File: config.mk
export PLATFORM = sky130hd
export DESIGN_NAME = sorted_deque_list
export DESIGN_NICKNAME = d
export VERILOG_FILES = /design/src/hdl/sdl_pkg.sv /design/src/hdl/sdl_cell.sv /design/src/hdl/sdl_ctrl.sv /design/src/hdl/sorted_deque_list.sv
export SDC_FILE = /design/constraint.sdc
export NUM_CORES = 2
export LEC_CHECK = 0
export ABC_AREA = 1
export BUFFER_PORTS_ARGS = -buffer_cell sky130_fd_sc_hd__buf_4
export CAP_MARGIN = 15
export CORE_UTILIZATION = 65
export CTS_CLUSTER_SIZE = 16
export DETAILED_ROUTE_END_ITERATION = 12
export HOLD_SLACK_MARGIN = 0.06
export PLACE_DENSITY = 0.82
export SLEW_MARGIN = 20
export SYNTH_ARGS = -nofsm -noshare
export SYNTH_HDL_FRONTEND = slang
export SYNTH_HIERARCHICAL = 1
export SYNTH_SLANG_ARGS = --single-unit
File: constraint.sdc
create_clock -name clk -period 5.8 [get_ports clk]
set_clock_uncertainty 0.05 [all_clocks]
set_input_delay 0.29 -clock clk [delete_from_list [all_inputs] [get_ports clk]]
set_output_delay 0.29 -clock clk [all_outputs]
set_load 0.02 [all_outputs]
File: src/hdl/sdl_pkg.sv
// shared types and constants for the sorted deque list
package sdl_pkg;

	localparam int CAPACITY   = 16;
	localparam int VALUE_BITS = 32;
	localparam int COUNT_W    = $clog2(CAPACITY + 1);
	localparam int POS_W      = $clog2(CAPACITY);

	typedef logic [VALUE_BITS-1:0] entry_t;
	typedef logic [COUNT_W-1:0]    count_t;

	typedef enum logic [2:0] {
		OP_PUSH_FRONT = 3'd0,
		OP_PUSH_BACK  = 3'd1,
		OP_POP_FRONT  = 3'd2,
		OP_POP_BACK   = 3'd3,
		OP_INSERT     = 3'd4,
		OP_REMOVE     = 3'd5
	} op_t;

	typedef enum logic [1:0] {
		ST_DONE    = 2'd0,
		ST_FULL    = 2'd1,
		ST_EMPTY   = 2'd2,
		ST_MISSING = 2'd3
	} status_t;

	// per-cell move controls
	typedef struct packed {
		logic load;
		logic take_left;
		logic take_right;
	} cell_ctl_t;

endpackage

File: src/hdl/sdl_cell.sv
// one list slot: holds an entry, compares it to the key, moves to a neighbor
module sdl_cell import sdl_pkg::*; (
	input  logic      clk,
	input  cell_ctl_t ctl,
	input  entry_t    key,
	input  entry_t    left_value,
	input  entry_t    right_value,
	output entry_t    value,
	output logic      lt,
	output logic      eq
);

	entry_t value_q;

	// local compare against the request key
	assign lt    = value_q < key;
	assign eq    = value_q == key;
	assign value = value_q;

	// load a new key or take a neighbor's entry
	always_ff @(posedge clk) begin
		if (ctl.load) begin
			value_q <= key;
		end else if (ctl.take_left) begin
			value_q <= left_value;
		end else if (ctl.take_right) begin
			value_q <= right_value;
		end
	end

endmodule

File: src/hdl/sdl_ctrl.sv
// operation decode: finds the place in the chain and steers every cell
module sdl_ctrl import sdl_pkg::*; (
	input  op_t                   op,
	input  count_t                count,
	input  logic [CAPACITY-1:0]   lt,
	input  logic [CAPACITY-1:0]   eq,
	output cell_ctl_t             ctl [CAPACITY],
	output count_t                next_count,
	output status_t               status
);

	logic [CAPACITY-1:0] occupied;
	count_t              ins_pos;
	count_t              rem_pos;
	logic                rem_hit;
	count_t              pos;
	logic                place;
	logic                drop;
	logic                full;
	logic                empty;

	assign full  = count == count_t'(CAPACITY);
	assign empty = count == '0;

	// first slot not below the key, and first slot equal to it
	always_comb begin
		ins_pos = count;
		rem_pos = '0;
		rem_hit = 1'b0;
		for (int i = CAPACITY - 1; i >= 0; i--) begin
			occupied[i] = count_t'(i) < count;
			if (occupied[i] && !lt[i]) begin
				ins_pos = count_t'(i);
			end
			if (occupied[i] && eq[i]) begin
				rem_pos = count_t'(i);
				rem_hit = 1'b1;
			end
		end
	end

	// operation decode
	always_comb begin
		pos        = '0;
		place      = 1'b0;
		drop       = 1'b0;
		next_count = count;
		status     = ST_DONE;
		unique case (op) inside
			OP_PUSH_FRONT, OP_PUSH_BACK, OP_INSERT: begin
				if (full) begin
					status = ST_FULL;
				end else begin
					place      = 1'b1;
					next_count = count + count_t'(1);
					if (op == OP_PUSH_FRONT) begin
						pos = '0;
					end else if (op == OP_PUSH_BACK) begin
						pos = count;
					end else begin
						pos = ins_pos;
					end
				end
			end
			OP_POP_FRONT: begin
				if (empty) begin
					status = ST_EMPTY;
				end else begin
					drop       = 1'b1;
					pos        = '0;
					next_count = count - count_t'(1);
				end
			end
			OP_POP_BACK: begin
				if (empty) begin
					status = ST_EMPTY;
				end else begin
					next_count = count - count_t'(1);
				end
			end
			OP_REMOVE: begin
				if (rem_hit) begin
					drop       = 1'b1;
					pos        = rem_pos;
					next_count = count - count_t'(1);
				end else begin
					status = ST_MISSING;
				end
			end
			default: begin
				status = ST_DONE;
			end
		endcase
	end

	// per-cell steering: open a gap at pos or close the one there
	always_comb begin
		for (int i = 0; i < CAPACITY; i++) begin
			ctl[i].load       = place && (count_t'(i) == pos);
			ctl[i].take_left  = place && (count_t'(i) > pos);
			ctl[i].take_right = drop && (count_t'(i) >= pos);
		end
	end

endmodule

File: src/hdl/sorted_deque_list.sv
// top level: bounded ordered list built as a chain of entry cells
//
// A request (operation, value) is taken at a rising edge with start high and
// busy low. busy stays low: the chain takes a new request every cycle. Each
// request gives one result on the cycle after it is taken, marked by done for
// exactly that cycle: status, front_value, back_value, entry_count, is_empty.
// Throughput is one request per cycle; it rests on the compare in every cell
// followed by the position search and the shift of the whole chain, all
// combinational ahead of the registers.
// Operations: push front, push back, pop front, pop back, sorted insert and
// remove value; a push or insert on a full list, a pop on an empty one or a
// remove of a missing value leaves the list unchanged and is flagged.
// Reset (arst_n low) empties the list and clears done; entries need no
// clearing since slots beyond the count are never shown.
// The receiver cannot stall: each result is valid only in its done cycle and
// the ports move on with the next request.
module sorted_deque_list import sdl_pkg::*; (
	input  logic        clk,
	input  logic        arst_n,
	input  logic        start,
	output logic        busy,
	input  logic [2:0]  operation,
	input  logic [31:0] value,
	output logic        done,
	output logic [1:0]  status,
	output logic [31:0] front_value,
	output logic [31:0] back_value,
	output logic [4:0]  entry_count,
	output logic        is_empty
);

	entry_t              key;
	entry_t              cell_value [CAPACITY];
	logic [CAPACITY-1:0] cell_lt;
	logic [CAPACITY-1:0] cell_eq;
	cell_ctl_t           dec_ctl    [CAPACITY];
	cell_ctl_t           cell_ctl   [CAPACITY];
	count_t              next_count;
	status_t             next_status;
	count_t              count_q;
	status_t             status_q;
	logic                done_q;
	logic                accept;
	count_t              last_idx;

	assign busy   = 1'b0;
	assign accept = start && !busy;
	assign key    = value[VALUE_BITS-1:0];

	// decode
	sdl_ctrl u_ctrl (
		.op         (op_t'(operation)),
		.count      (count_q),
		.lt         (cell_lt),
		.eq         (cell_eq),
		.ctl        (dec_ctl),
		.next_count (next_count),
		.status     (next_status)
	);

	// chain of cells, front at index 0
	for (genvar g = 0; g < CAPACITY; g++) begin : g_cell
		entry_t left_v;
		entry_t right_v;
		if (g == 0) begin : g_first
			assign left_v = '0;
		end else begin : g_mid_l
			assign left_v = cell_value[g-1];
		end
		if (g == CAPACITY - 1) begin : g_last
			assign right_v = '0;
		end else begin : g_mid_r
			assign right_v = cell_value[g+1];
		end
		assign cell_ctl[g] = accept ? dec_ctl[g] : cell_ctl_t'('0);
		sdl_cell u_cell (
			.clk         (clk),
			.ctl         (cell_ctl[g]),
			.key         (key),
			.left_value  (left_v),
			.right_value (right_v),
			.value       (cell_value[g]),
			.lt          (cell_lt[g]),
			.eq          (cell_eq[g])
		);
	end

	// count, status and result strobe
	always_ff @(posedge clk or negedge arst_n) begin
		if (!arst_n) begin
			count_q  <= '0;
			status_q <= ST_DONE;
			done_q   <= 1'b0;
		end else begin
			done_q <= accept;
			if (accept) begin
				count_q  <= next_count;
				status_q <= next_status;
			end
		end
	end

	// result ports
	assign last_idx    = count_q - count_t'(1);
	assign done        = done_q;
	assign status      = status_q;
	assign entry_count = count_q;
	assign is_empty    = count_q == '0;
	assign front_value = is_empty ? '0 : cell_value[0];
	assign back_value  = is_empty ? '0 : cell_value[last_idx[POS_W-1:0]];

`ifndef NO_ASSERTIONS
	// the count never passes the capacity
	a_count_bound: assert property (@(posedge clk) disable iff (!arst_n)
		count_q <= count_t'(CAPACITY))
		else $error("entry count above capacity");

	// every taken request gives exactly one result in the next cycle
	a_one_result: assert property (@(posedge clk) disable iff (!arst_n)
		accept |=> done)
		else $error("request without result");

	// a flagged request leaves the count unchanged
	a_flag_hold: assert property (@(posedge clk) disable iff (!arst_n)
		accept && next_status != ST_DONE |=> count_q == $past(count_q))
		else $error("flagged request changed the list");

	// full flag only with a full list
	a_full_flag: assert property (@(posedge clk) disable iff (!arst_n)
		done && status_q == ST_FULL |-> count_q == count_t'(CAPACITY))
		else $error("full status without full list");
`endif

endmodule
==> results.yml <==
setup_path:
  crit_path_end_kind: "flip-flop"
  crit_arrival_ns: 5.32
  worst-path-max-fanout: 63
  reg2reg_slack_ns: 0.74
  critPathSlowestCell: "buf_4"
  crit_buf_inv: 4
  ff2ff_path_depth: 26
  required_ns: 6.07
  path_class: "flip-flop to flip-flop"
  cp_top_family: "simple AND/OR/NAND/NOR gates"
  crit-reg2reg-launch: "g_cell[15].u_cell/value[5]"
  max_stage_delay_ns: 0.49
  critPathLaunch: "g_cell[15].u_cell/value[5]"
  r2r-end: "g_cell[0].u_cell/value[11]"
  cp_common_cell: "nand2_1"
  cp-start-kind: "flip-flop"
timing:
  hold_viol: 0
  setup-tns-final_ns: 0
  slew_viol_final: 0
  post-route-min-period_ns: 5.06
  rsz0062_at_grt: "no"
  finalSetupViolations: 0
  relSlewSlack: 0.164
  timing.final.crit_share: 0.872
  tightest_slew_ns: 1.25
  timing.fmax_ghz: 0.198
route:
  routed_wl_um: 144000
  via_per_inst: 6.14
  drc_errors: 0
  drtAntennaViolNets: 0
  routedWlPerCell_um: 19.8
  via_count: 44824
  firstDrtPassIters: 7
  drt_iter0_markers: 5403
die:
  die_w_um: 272
  pin_count: 112
  coreArea_mm2: 0.0719
  die_h_um: 272
  fp.dieArea_mm2: 0.0742
  initial_core_util: 0.661
  num_rows: 98
yosys:
  synth_seq_area_share: 0.328
  syn_area_mm2: 0.0475
  avgSynthCellArea_um2: 7.49
  syn_inst: 6340
  synth_top_family_by_area: "simple AND/OR/NAND/NOR gates"
  netlist-cell-type-count: 50
  synth_fa_ha_area_frac: 0.136
  synth_ff_type: "edfxtp_1"
  synth_compound_area_frac: 0.185
  synthSimpleGateAreaFrac: 0.237
  synthMuxAreaShare: 0.000711
  async_flop_share: 0.0154
  synth_xor_area_frac: 0.000738
  yosys_warnings: 6
  ys_ff_latch: 520
  synth_edf_count: 512
worst_hold_path:
  hp-start: "value[1]"
  whs_endpoint: "g_cell[15].u_cell/value[1]"
  hold_path.class: "primary input to flip-flop"
  min_path_cells: 3
cells_and_area:
  utilization: 0.700
  fillerInstances: 6077
  post-route-cell-area_mm2: 0.0503
  area_delta_synth_final_pct: 5.85
  final_cell_count_no_fill: 7306
  final_layout_size_suffix_gt1_frac: 0.0754
  nets: 6862
clocking:
  cts-root-buf: "clkbuf_16"
  cts_tree: "yes"
  post-cts-setup-buffers: 0
  clock_sinks: 520
  htreeDepth: 3
  path_clk_slew_ns: 0.06
  cts-resized-gates: 0
  clock_latency_ns: 0.61
  cts_made_buffers: 66
  cts_buffer_depth: 3
placed_design:
  place_congestion: 1.01
  port-buffer-count: 110
  dp_hpwl_um: 110000
  placed_area_mm2: 0.0482
  place_inst: 7187
global_route:
  grt_pass1_vias: 42439
  grt_max_degree: 188
  grt_first_pass_wirelength_um: 228000
  antenna_found_initial: 3
  grt-ovfl-total: 0
  grt_use_total: 0.382
power_and_ir_drop:
  ir_drop_v: 0.000560
  powerDensity_mw_per_mm2: 357
  p_leak_nw: 25.3
run:
  maxCapViolations: 0
outcome:
  status: "complete, no violations"
==> Yosys cell counts (3+ instances only) <==
master / instances / area (µm²)
nand3_2: 21 / 210
buf_4: 22 / 165
inv_2: 40 / 150
inv_4: 3 / 18.8
a22oi_1: 467 / 3510
nand3_1: 412 / 2060
nor2_2: 8 / 50.1
nand2_1: 1762 / 6610
buf_6: 59 / 664
a21oi_1: 824 / 4120
nor3_1: 25 / 125
edfxtp_1: 512 / 15400
nand4_1: 39 / 244
clkbuf_1: 14 / 52.6
nor2_4: 5 / 56.3
a21oi_2: 8 / 70.1
ha_1: 516 / 6460
inv_1: 794 / 2980
o21ai_2: 3 / 26.3
nand3b_1: 3 / 22.5
o21a_1: 17 / 128
nand2_4: 4 / 45.0
nor3_2: 34 / 340
mux2_2: 3 / 33.8
o21ai_0: 44 / 220
nor2_1: 314 / 1180
buf_2: 248 / 1240
o21ai_1: 5 / 25.0
a22oi_2: 29 / 363
o21bai_1: 16 / 120
a21o_1: 16 / 120
nand2_2: 36 / 225
dfrtp_1: 8 / 200
buf_12: 3 / 60.1
buf_1: 3 / 11.3
o221ai_1: 3 / 26.3
==> metal layers <==
layer / vias up / part of all wire / track usage
met4: 4 / 0.044 / 0.171
met5: - / 0.00015 / 0
met3: 353 / 0.098 / 0.0476
met2: 2478 / 0.46 / 0.624
li1: 21427 / - / -
met1: 20562 / 0.40 / 0.508
==> cell families (layout without fill, tap and decap cells) <==
| logic type | Yosys count | count (layout) |
|---|---|---|
| DFF | 520 | 520 |
| buffers and inverters | 1189 | 1140 |
| muxes | 3 | 3 |
| AOI/OAI and AO/OA | 1437 | 1437 |
| xor gates and xnor gates | 4 | 4 |
| adders and majority gates | 516 | 516 |
| and+or+nand+nor | 2669 | 2669 |
| other | 2 | 67 |
==> tightest hold or removal path: stages <==
cell and delay (ns):
buf_4 0.19, inv_1 0.10, a22oi_1 0.08
==> worst max-delay path by stage <==
stage	depth (start not counted)	slack (ns)	end
floorplan	27	1.71	g_cell[5].u_cell/value[0]
global placement	28	0.90	g_cell[0].u_cell/value[5]
detailed placement	27	0.84	g_cell[0].u_cell/value[11]
CTS	26	1.02	g_cell[0].u_cell/value[11]
global route	27	0.47	g_cell[0].u_cell/value[17]
finish	26	0.74	g_cell[0].u_cell/value[11]
==> timing repair <==
action,in CTS,in global routing
hold buffers,3,0
endpoints found under the setup margin,0,0
hold endpoints to repair,9,0
==> power by group <==
part	switching (mW)	internal (mW)	total (mW)
sequential	0.613	4.86	5.48
combinational	5.75	2.74	8.49
clock	1.70	2.31	4.01
total	8.06	9.92	18.0
==> layout by cell type, fill, tap and decap left out, drive strengths merged, types with 8 or more instances in the layout <==
master and instances:
nand4 39, inv 841, nand3 433, o21bai 16, o21a 17, buf 182, o21ai 52, nand2 1802
dfrtp 8, ha 516, nor3 61, conb 66, a21oi 832, a22oi 496, clkbuf 93, clkinv 18
a21o 16, edfxtp 512, nor2 329
==> through the flow <==
stage | worst slack, ns | hold WS, ns | power, mW
after floorplan | 1.71 | -0.0556 | 11.0
after global placement | 0.902 | 0.0640 | 13.5
after detailed placement | 0.841 | 0.0647 | 13.7
after CTS | 1.02 | 0.141 | 17.8
after global routing | 0.466 | 0.189 | 18.9
final | 0.745 | 0.179 | 18.0
==> registers in the layout, indices dropped and copies added, names as in the netlist <==
name,flops
g_cell.u_cell/value,512
done,1
entry_count,5
status,2
==> area by class of cell <==
cell class | count | area (µm²) | share of cell area
antenna | 1 | 2.50 | 0.0000498
clock buffer | 93 | 1820 | 0.0361
clock inverter | 22 | 183 | 0.00363
inverter | 840 | 3170 | 0.0631
multi-input combinational | 4695 | 26800 | 0.533
sequential | 520 | 15600 | 0.310
tap | 950 | 1190 | 0.0236
timing repair buffer | 185 | 1520 | 0.0303
No activity file was read; power rests on OpenSTA's default activity.
